==> src/rtl/assert_macros.svh <==
// assertion macros shared by the rtl modules
`ifndef ASSERT_MACROS_SVH
`define ASSERT_MACROS_SVH

// property checked on every rising edge outside reset
`define ASSERT_PROP(label, clk, rst, prop) \
   label: assert property (@(posedge clk) disable iff (rst) (prop)) \
      else $error("assertion failed");

// condition in one cycle implies a condition in the next
`define ASSERT_NEXT(label, clk, rst, ante, cons) \
   `ASSERT_PROP(label, clk, rst, (ante) |=> (cons))

`endif

==> src/rtl/dacs_pkg.sv <==
// shared types, constants and helpers of the dual converter scanner
package dacs_pkg;

   localparam int CHANNEL_COUNT = 16;

   localparam logic [15:0] CMD_BASE = 16'h8310;

   localparam logic [19:0] MOTOR_GAIN_RESET  = 20'd354248;
   localparam logic [18:0] MOTOR_ZERO_RESET  = 19'd163840;
   localparam logic [19:0] SYSTEM_GAIN_RESET = 20'd327680;
   localparam logic [18:0] SYSTEM_ZERO_RESET = 19'd32768;

   localparam logic [1:0] REG_MOTOR_GAIN  = 2'd0;
   localparam logic [1:0] REG_MOTOR_ZERO  = 2'd1;
   localparam logic [1:0] REG_SYSTEM_GAIN = 2'd2;
   localparam logic [1:0] REG_SYSTEM_ZERO = 2'd3;

   localparam logic ACTION_SCAN  = 1'b0;
   localparam logic ACTION_QUERY = 1'b1;

   localparam logic [2:0] KIND_MOTOR    = 3'd0;
   localparam logic [2:0] KIND_DISTANCE = 3'd1;
   localparam logic [2:0] KIND_SYSTEM   = 3'd2;
   localparam logic [2:0] KIND_IO       = 3'd3;
   localparam logic [2:0] KIND_GENERAL  = 3'd4;

   localparam logic [3:0] SYSTEM_CHANNEL = 4'd12;

   typedef struct packed {
      logic [19:0] motor_gain;
      logic [18:0] motor_zero;
      logic [19:0] system_gain;
      logic [18:0] system_zero;
   } cfg_type;

   typedef struct packed {
      logic load;
      logic mul;
      logic finish;
   } cmd_type;

   typedef struct packed {
      logic out_free;
   } status_type;

   // sample code to q16 volts, 5 V full scale over 4096 codes
   function automatic logic [18:0] volts_of(input logic [11:0] s);
      volts_of = 19'(s) * 19'd80;
   endfunction

endpackage

==> src/rtl/dacs_csr.sv <==
// apb configuration registers for gains and zero points
module dacs_csr
   import dacs_pkg::*;
(
   input  logic        clock,
   input  logic        reset,
   input  logic        csr_psel,
   input  logic        csr_penable,
   input  logic        csr_pwrite,
   input  logic [3:0]  csr_paddr,
   input  logic [31:0] csr_pwdata,
   output logic [31:0] csr_prdata,
   output logic        csr_pready,
   output cfg_type     cfg
);

   cfg_type cfg_ff;
   cfg_type cfg_in;
   logic    wr;

   assign csr_pready = 1'b1;
   assign wr = csr_psel & csr_penable & csr_pwrite;

   always_comb begin
      cfg_in = cfg_ff;
      if (wr) begin
         case (csr_paddr[3:2])
            REG_MOTOR_GAIN:  cfg_in.motor_gain  = csr_pwdata[19:0];
            REG_MOTOR_ZERO:  cfg_in.motor_zero  = csr_pwdata[18:0];
            REG_SYSTEM_GAIN: cfg_in.system_gain = csr_pwdata[19:0];
            REG_SYSTEM_ZERO: cfg_in.system_zero = csr_pwdata[18:0];
            default:         cfg_in = cfg_ff;
         endcase
      end
   end

   always_comb begin
      case (csr_paddr[3:2])
         REG_MOTOR_GAIN:  csr_prdata = 32'(cfg_ff.motor_gain);
         REG_MOTOR_ZERO:  csr_prdata = 32'(cfg_ff.motor_zero);
         REG_SYSTEM_GAIN: csr_prdata = 32'(cfg_ff.system_gain);
         REG_SYSTEM_ZERO: csr_prdata = 32'(cfg_ff.system_zero);
         default:         csr_prdata = 32'd0;
      endcase
   end

   always_ff @(posedge clock) begin
      if (reset) begin
         cfg_ff.motor_gain  <= MOTOR_GAIN_RESET;
         cfg_ff.motor_zero  <= MOTOR_ZERO_RESET;
         cfg_ff.system_gain <= SYSTEM_GAIN_RESET;
         cfg_ff.system_zero <= SYSTEM_ZERO_RESET;
      end else begin
         cfg_ff <= cfg_in;
      end
   end

   assign cfg = cfg_ff;

endmodule

==> src/rtl/dacs_ctrl.sv <==
// controller state machine sequencing accept, multiply and finish
module dacs_ctrl
   import dacs_pkg::*;
(
   input  logic       clock,
   input  logic       reset,
   input  logic       req_tvalid,
   output logic       req_tready,
   input  status_type status,
   output cmd_type    cmd
);

`include "assert_macros.svh"

   localparam logic [1:0] ST_IDLE = 2'd0;
   localparam logic [1:0] ST_MUL  = 2'd1;
   localparam logic [1:0] ST_FIN  = 2'd2;

   logic [1:0] state_ff;
   logic [1:0] state_in;

   always_comb begin
      state_in   = state_ff;
      req_tready = 1'b0;
      cmd        = '0;
      case (state_ff)
         ST_IDLE: begin
            req_tready = 1'b1;
            if (req_tvalid) begin
               cmd.load = 1'b1;
               state_in = ST_MUL;
            end
         end
         ST_MUL: begin
            cmd.mul  = 1'b1;
            state_in = ST_FIN;
         end
         ST_FIN: begin
            if (status.out_free) begin
               cmd.finish = 1'b1;
               state_in   = ST_IDLE;
            end
         end
         default: state_in = ST_IDLE;
      endcase
   end

   always_ff @(posedge clock) begin
      if (reset) begin
         state_ff <= ST_IDLE;
      end else begin
         state_ff <= state_in;
      end
   end

   `ASSERT_NEXT(a_accept_to_mul, clock, reset, req_tvalid && req_tready, state_ff == ST_MUL)
   `ASSERT_NEXT(a_mul_to_fin, clock, reset, state_ff == ST_MUL, state_ff == ST_FIN)

endmodule

==> src/rtl/dacs_datapath.sv <==
// sample tables, channel counter, current scaling and output register
module dacs_datapath
   import dacs_pkg::*;
#(
   parameter int CHANNELS = CHANNEL_COUNT
)(
   input  logic               clock,
   input  logic               reset,
   input  cmd_type            cmd,
   output status_type         status,
   input  cfg_type            cfg,
   input  logic               action,
   input  logic [15:0]        reply_first,
   input  logic [15:0]        reply_second,
   input  logic [2:0]         query_kind,
   input  logic [3:0]         query_index,
   output logic               rsp_tvalid,
   input  logic               rsp_tready,
   output logic [15:0]        command_word,
   output logic signed [20:0] scaled_value,
   output logic               index_error
);

`include "assert_macros.svh"

   localparam int AW = $clog2(CHANNELS);

   logic [11:0] first_ff  [CHANNELS];
   logic [11:0] second_ff [CHANNELS];
   logic signed [20:0] motor_ff [4];

   logic [AW-1:0] counter_ff;
   logic [AW-1:0] counter_in;

   logic        action_ff;
   logic [15:0] reply0_ff;
   logic [2:0]  kind_ff;
   logic [3:0]  idx_ff;

   logic signed [40:0] product_ff;
   logic signed [40:0] product_in;
   logic signed [20:0] value_ff;
   logic signed [20:0] value_in;
   logic               err_ff;
   logic               err_in;
   logic               use_product_ff;
   logic               use_product_in;

   logic               rsp_valid_ff;
   logic [15:0]        rsp_cmd_ff;
   logic signed [20:0] rsp_value_ff;
   logic               rsp_err_ff;

   logic [AW-1:0]      first_addr;
   logic [AW-1:0]      second_addr;
   logic [11:0]        first_sample;
   logic [11:0]        second_sample;
   logic [11:0]        mul_sample;
   logic [18:0]        mul_zero;
   logic [19:0]        mul_gain;
   logic signed [19:0] diff;
   logic signed [20:0] gain_s;

   logic               neg;
   logic [40:0]        mag;
   logic [40:0]        mag_rnd;
   logic [24:0]        rnd;
   logic signed [20:0] rounded;
   logic [3:0]         a0;

   assign status.out_free = !rsp_valid_ff || rsp_tready;
   assign counter_in = (counter_ff == AW'(CHANNELS - 1)) ? '0 : counter_ff + 1'b1;

   // table read addresses for a query
   always_comb begin
      case (kind_ff)
         KIND_SYSTEM: first_addr = AW'(SYSTEM_CHANNEL);
         KIND_IO:     first_addr = AW'(idx_ff);
         default:     first_addr = AW'(SYSTEM_CHANNEL + idx_ff);
      endcase
      second_addr = (kind_ff == KIND_GENERAL) ? AW'(4'd5 + idx_ff) : AW'(idx_ff);
   end

   assign first_sample  = first_ff[first_addr];
   assign second_sample = second_ff[second_addr];

   // current scaling operands
   always_comb begin
      if (action_ff == ACTION_SCAN) begin
         mul_sample = reply0_ff[11:0];
         mul_zero   = cfg.motor_zero;
         mul_gain   = cfg.motor_gain;
      end else begin
         mul_sample = first_sample;
         mul_zero   = cfg.system_zero;
         mul_gain   = cfg.system_gain;
      end
      diff       = signed'({1'b0, volts_of(mul_sample)}) - signed'({1'b0, mul_zero});
      gain_s     = signed'({1'b0, mul_gain});
      product_in = diff * gain_s;
   end

   // query answer selection
   always_comb begin
      value_in       = '0;
      err_in         = 1'b0;
      use_product_in = 1'b0;
      if (action_ff == ACTION_QUERY) begin
         case (kind_ff)
            KIND_MOTOR: begin
               if (idx_ff <= 4'd3) value_in = motor_ff[idx_ff[1:0]];
               else err_in = 1'b1;
            end
            KIND_DISTANCE: value_in = signed'(21'(volts_of(second_sample)));
            KIND_SYSTEM:   use_product_in = 1'b1;
            KIND_IO:       value_in = signed'({1'b0, volts_of(first_sample), 1'b0});
            KIND_GENERAL: begin
               if (idx_ff inside {[4'd1:4'd3]}) begin
                  value_in = signed'(21'(volts_of(first_sample)));
               end else if (idx_ff inside {[4'd4:4'd10]}) begin
                  value_in = signed'(21'(volts_of(second_sample)));
               end else begin
                  err_in = 1'b1;
               end
            end
            default: err_in = 1'b1;
         endcase
      end
   end

   // round half away from zero, then saturate
   always_comb begin
      neg     = product_ff[40];
      mag     = neg ? 41'(-product_ff) : 41'(product_ff);
      mag_rnd = mag + 41'd32768;
      rnd     = mag_rnd[40:16];
      if (!neg) begin
         rounded = (rnd > 25'd1048575) ? 21'sd1048575 : signed'(rnd[20:0]);
      end else begin
         rounded = (rnd > 25'd1048576) ? -21'sd1048576 : signed'(21'(-rnd));
      end
   end

   assign a0 = reply0_ff[15:12];

   always_ff @(posedge clock) begin
      if (cmd.load) begin
         action_ff <= action;
         reply0_ff <= reply_first;
         kind_ff   <= query_kind;
         idx_ff    <= query_index;
      end
      if (cmd.mul) begin
         product_ff     <= product_in;
         value_ff       <= value_in;
         err_ff         <= err_in;
         use_product_ff <= use_product_in;
      end
      if (cmd.finish) begin
         rsp_cmd_ff   <= CMD_BASE | (16'(counter_ff) << 10);
         rsp_value_ff <= use_product_ff ? rounded : value_ff;
         rsp_err_ff   <= err_ff;
      end
   end

   always_ff @(posedge clock) begin
      if (reset) begin
         counter_ff   <= '0;
         rsp_valid_ff <= 1'b0;
         for (int i = 0; i < CHANNELS; i++) begin
            first_ff[i]  <= '0;
            second_ff[i] <= '0;
         end
         for (int i = 0; i < 4; i++) begin
            motor_ff[i] <= '0;
         end
      end else begin
         if (cmd.load && action == ACTION_SCAN) begin
            first_ff[AW'(reply_first[15:12])]   <= reply_first[11:0];
            second_ff[AW'(reply_second[15:12])] <= reply_second[11:0];
            counter_ff <= counter_in;
         end
         if (cmd.finish && action_ff == ACTION_SCAN && (a0 inside {[4'd8:4'd11]})) begin
            motor_ff[a0[1:0]] <= rounded;
         end
         if (cmd.finish) begin
            rsp_valid_ff <= 1'b1;
         end else if (rsp_tready) begin
            rsp_valid_ff <= 1'b0;
         end
      end
   end

   assign rsp_tvalid   = rsp_valid_ff;
   assign command_word = rsp_cmd_ff;
   assign scaled_value = rsp_value_ff;
   assign index_error  = rsp_err_ff;

   `ASSERT_NEXT(a_counter_moves_on_load, clock, reset, !cmd.load, $stable(counter_ff))
   `ASSERT_PROP(a_error_gives_zero, clock, reset, (rsp_valid_ff && rsp_err_ff) |-> (rsp_value_ff == 21'sd0))

endmodule

==> src/rtl/dual_adc_channel_scan_and_scale.sv <==
// top level of the dual converter round robin scanner with q16 scaling
//
// req channel: one beat is a scan step (tuser 0) carrying both converter
// reply words, or a query (tuser 1) for one scaled value.
// rsp channel: one beat per request with the next command word, the
// signed q16 answer and the index error flag in tuser.
// csr port: apb writes of motor and system gain and zero registers at
// byte addresses 0, 4, 8 and 12; reads return the register value.
// sequencing: the response is registered through the accept, multiply and
// round steps of the controller around the single scaling multiplier; a
// new request beat is taken only after the previous one leaves the round step.
// a finished response waits in the output register; while the receiver
// stalls the block still takes the next request and holds its result in
// the round step until the output register frees.
// reset: channel counter, sample tables and motor currents clear to zero,
// registers return to their defaults, no response is pending.
module dual_adc_channel_scan_and_scale
   import dacs_pkg::*;
#(
   parameter int CHANNELS = CHANNEL_COUNT
)(
   input  logic        clock,
   input  logic        reset,
   input  logic        req_tvalid,
   output logic        req_tready,
   // reply_first, reply_second, query_kind, query_index, zero pad
   input  logic [39:0] req_tdata,
   // action
   input  logic        req_tuser,
   output logic        rsp_tvalid,
   input  logic        rsp_tready,
   // command_word, scaled_value, zero pad
   output logic [39:0] rsp_tdata,
   // index_error
   output logic        rsp_tuser,
   input  logic        csr_psel,
   input  logic        csr_penable,
   input  logic        csr_pwrite,
   input  logic [3:0]  csr_paddr,
   input  logic [31:0] csr_pwdata,
   output logic [31:0] csr_prdata,
   output logic        csr_pready
);

   cfg_type            cfg;
   cmd_type            cmd;
   status_type         status;
   logic [15:0]        command_word;
   logic signed [20:0] scaled_value;

   dacs_csr u_csr (
      .clock       (clock),
      .reset       (reset),
      .csr_psel    (csr_psel),
      .csr_penable (csr_penable),
      .csr_pwrite  (csr_pwrite),
      .csr_paddr   (csr_paddr),
      .csr_pwdata  (csr_pwdata),
      .csr_prdata  (csr_prdata),
      .csr_pready  (csr_pready),
      .cfg         (cfg)
   );

   dacs_ctrl u_ctrl (
      .clock      (clock),
      .reset      (reset),
      .req_tvalid (req_tvalid),
      .req_tready (req_tready),
      .status     (status),
      .cmd        (cmd)
   );

   dacs_datapath #(
      .CHANNELS (CHANNELS)
   ) u_datapath (
      .clock        (clock),
      .reset        (reset),
      .cmd          (cmd),
      .status       (status),
      .cfg          (cfg),
      .action       (req_tuser),
      .reply_first  (req_tdata[15:0]),
      .reply_second (req_tdata[31:16]),
      .query_kind   (req_tdata[34:32]),
      .query_index  (req_tdata[38:35]),
      .rsp_tvalid   (rsp_tvalid),
      .rsp_tready   (rsp_tready),
      .command_word (command_word),
      .scaled_value (scaled_value),
      .index_error  (rsp_tuser)
   );

   assign rsp_tdata = {3'b000, scaled_value, command_word};

endmodule
==> config.mk <==
export PLATFORM = sky130hd
export DESIGN_NAME = dual_adc_channel_scan_and_scale
export DESIGN_NICKNAME = d
export VERILOG_FILES = /design/src/rtl/dacs_pkg.sv /design/src/rtl/dacs_csr.sv /design/src/rtl/dacs_ctrl.sv /design/src/rtl/dacs_datapath.sv /design/src/rtl/dual_adc_channel_scan_and_scale.sv
export VERILOG_INCLUDE_DIRS = /design/src /design/src/rtl
export SDC_FILE = /design/constraint.sdc
export NUM_CORES = 2
export LEC_CHECK = 0
export ABC_AREA = 0
export BUFFER_PORTS_ARGS = -buffer_cell sky130_fd_sc_hd__buf_2
export CELL_PAD_IN_SITES_DETAIL_PLACEMENT = 1
export CELL_PAD_IN_SITES_GLOBAL_PLACEMENT = 2
export CORE_MARGIN = 4
export CORE_UTILIZATION = 43
export DETAILED_ROUTE_END_ITERATION = 10
export PLACE_DENSITY = 0.78
export SETUP_SLACK_MARGIN = 0.1
export SLEW_MARGIN = 10
export SYNTH_ARGS = -nofsm -noshare
export SYNTH_HDL_FRONTEND = slang
export SYNTH_HIERARCHICAL = 1
export SYNTH_SLANG_ARGS = --single-unit
==> constraint.sdc <==
create_clock -name clock -period 15.8 [get_ports clock]
set_clock_uncertainty 0.2 [all_clocks]
set_input_delay 4.74 -clock clock [delete_from_list [all_inputs] [get_ports clock]]
set_output_delay 4.74 -clock clock [all_outputs]
set_load 0.05 [all_outputs]
==> qor.yml <==
utilization_pct: 47.8
yosysTopAreaCell: "edfxtp_1"
yosys.area_share.adder_pct: 19.8
gp_congestion: 0.840
setup_viol: 0
fp.dieW_um: 346
routed_wl_mm: 149
synth_xor_xnor_area_share_pct: 2.51
drt_iter0_drc: 2301
grt_pass1_vias: 36800
synth-seq-area-share_pct: 39.2
drtPass1Iterations: 8
max_cap_viol_count: 0
tightest_slew_ns: 1.09
h-tree-depth: 3
fmax_ghz: 0.0689
start_kind: "flop"
cpMaxStageDelayCell: "mux2i_4"
root_buffer: "clkbuf_16"
arrival_ns: 14.69
start_util_pct: 43.5
multiInputGateArea_um2: 27200
antenna_found_initial: 2
wl_per_cell_um: 24.3
clkLatencyLatePin_ns: 0.67
register_area_um2: 19200
r2r-end: "u_datapath/product_ff[39]$_DFFE_PP_"
min_period_over_period_pct: 91.8
yosysMostFrequentCell: "edfxtp_1"
syn-cell-area_um2: 49000
hold_path_end: "u_datapath/index_error$_DFFE_PP_"
port_buffers: 116
synth_mux_area_share_pct: 8.18
rows: 123
tns_ns: 0
core_um2: 113000
cts_hold_buffers: 0
hold_viol_final: 0
synth_seq_cells: 669
cts_sinks: 669
viasPerCell: 5.62
synth.avg_cell_area_um2: 10.8
min_path_type: "flop to flop"
yosys.area.top_type_share_pct: 35.6
drc: 0
worstSetupPathType: "flop to flop"
r2r-start: "u_datapath/kind_ff[2]$_DFFE_PP_"
syn_inst: 4540
postLayoutCellArea_um2: 53900
synth_compound_area_share_pct: 7.40
clockBufferDepth: 3
drive_above_1_share_pct: 12.8
grt_pass1_wl_mm: 229
slew_headroom_pct: 25.2
cts_tree: "done"
synth_top_family_by_area: "adder cells"
fill_cells: 12100
area_delta_synth_final_pct: 9.96
clk_pin_slew_ns: 0.06
place_area_um2: 51400
crit_top_cell: "fa_1"
period_needed_ns: 14.51
worst-r2r-cell-count: 49
vias: 34500
fp.dieArea_um2: 120000
synth_common_cells: "582 x edfxtp_1, 423 x and2_1, 422 x nand2_1"
grt_max_degree: 97
hold_depth: 0
ios: 160
critical_path.max_fanout: 17
cpPeakStageDelay_ns: 0.80
rrSetupSlack_ns: 1.29
ant_nets: 0
rsz0062_at_grt: "no"
synthArstFlopShare_pct: 0
hp-start: "u_datapath/err_ff$_SDFFCE_PN0P_"
outcome: "completed"
synthSimpleGateAreaFrac_pct: 17.1
nets: 5241
cts_buffers: 77
post-cts-setup-buffer-count: 0
synth-edff-count: 582
synth_area_leaders: "edfxtp_1 36%, fa_1 13%, ha_1 6.6%"
overflow: 0
crit_path_start: "u_datapath/kind_ff[2]$_DFFE_PP_"
hpwl_mm: 108
cts_resized: 0
critPathRequiredTime_ns: 15.98
hold_slack_ns: 0.229
critPathCaptureType: "flop"
gr-usage-all-layers_pct: 24.8
synth.yosys.warnings: 6
yosysUniqueCellTypes: 105
synth_ff_type: "edfxtp_1"
die_h_um: 346
timing.final.max_slew_violations: 0
logic make-up (layout without fill, tap and decap cells):
family	Yosys count	in the layout
and+or+nand+nor	1636	1636
buffers and inverters	714	790
DFF	669	669
adders and majority gates	582	582
AOI/OAI and AO/OA	528	528
muxes	268	268
xor gates and xnor gates	138	138
other	5	31
final cells by class:
type	count	share of cell area, %
clock inverter	45	0.898
antenna	3	0.0139
sequential	669	35.6
inverter	419	2.92
timing repair buffer	229	2.70
clock buffer	97	3.84
multi-input combinational	3180	50.5
tap	1500	3.48
sequential cells by signal, indices dropped and copies added (netlist names), named ones only:
| register | count |
|---|---|
| u_ctrl/state_ff | 2 |
| u_datapath/rsp_tvalid | 1 |
| u_csr/cfg | 78 |
| u_datapath/action_ff | 1 |
| u_datapath/value_ff | 21 |
| u_datapath/reply0_ff | 16 |
| u_datapath/motor_ff | 84 |
| u_datapath/kind_ff | 3 |
| u_datapath/second_ff | 192 |
| u_datapath/first_ff | 192 |
| u_datapath/command_word | 4 |
| u_datapath/index_error | 1 |
| u_datapath/counter_ff | 4 |
| u_datapath/product_ff | 41 |
| u_datapath/err_ff | 1 |
| u_datapath/idx_ff | 4 |
| u_datapath/scaled_value | 21 |
| u_datapath/use_product_ff | 1 |
routing by layer:
layer / GRT usage [%] / routed length [µm]
met2: 41.4 / 71200
met1: 34.9 / 67400
met3: 3.05 / 7350
met4: 5.50 / 3060
met5: 0 / 0
per-stage QoR:
stage	setup WS [ns]	cells
global route	0.331	6139
floorplan	2.70	4563
CTS	1.19	6139
finish	1.29	6142
global placement	1.40	5997
detailed placement	1.26	5997
worst max-delay path by stage:
| stage | cells after the start | to |
|---|---|---|
| after floorplan | 51 | u_datapath/product_ff[39]$_DFFE_PP_ |
| after global placement | 49 | u_datapath/product_ff[39]$_DFFE_PP_ |
| after detailed placement | 48 | u_datapath/product_ff[39]$_DFFE_PP_ |
| after CTS | 48 | u_datapath/product_ff[39]$_DFFE_PP_ |
| after global routing | 48 | u_datapath/product_ff[39]$_DFFE_PP_ |
| final | 49 | u_datapath/product_ff[39]$_DFFE_PP_ |
placed cells by master (no fill, tap or decap), types with 16 or more instances in the layout:
cell type    n
a21o_1      28
a21oi_1    132
a221oi_1    30
a31oi_1     29
and2_1     423
buf_2      115
buf_4      112
clkbuf_16   78
conb_1      28
dfxtp_1     87
edfxtp_1   582
fa_1       324
ha_1       257
inv_1      417
mux2_2      41
mux2i_1    117
mux4_2     102
nand2_1    422
nand2b_1    91
nand3_1     77
nor2_1     351
nor2b_1     45
nor3_1      49
o211ai_1    20
o21ai_0     93
o221ai_1    16
or2_2       43
or3_1       27
xnor2_1     86
xor2_1      39
critical path: cells and delay by family, from the launching register on:
kind | cells | cell delay, ns
AO/OA/AOI/OAI | 18 | 3.52
XOR/XNOR | 3 | 0.42
adder cells (fa/ha/maj) | 11 | 5.03
buffers and inverters | 5 | 0.71
flip-flops | 1 | 0.51
multiplexers | 3 | 1.45
AND/OR/NAND/NOR | 9 | 2.33
Power is not shown: default switching activity piles up to over one toggle a cycle in this logic, so the estimate is an artifact.
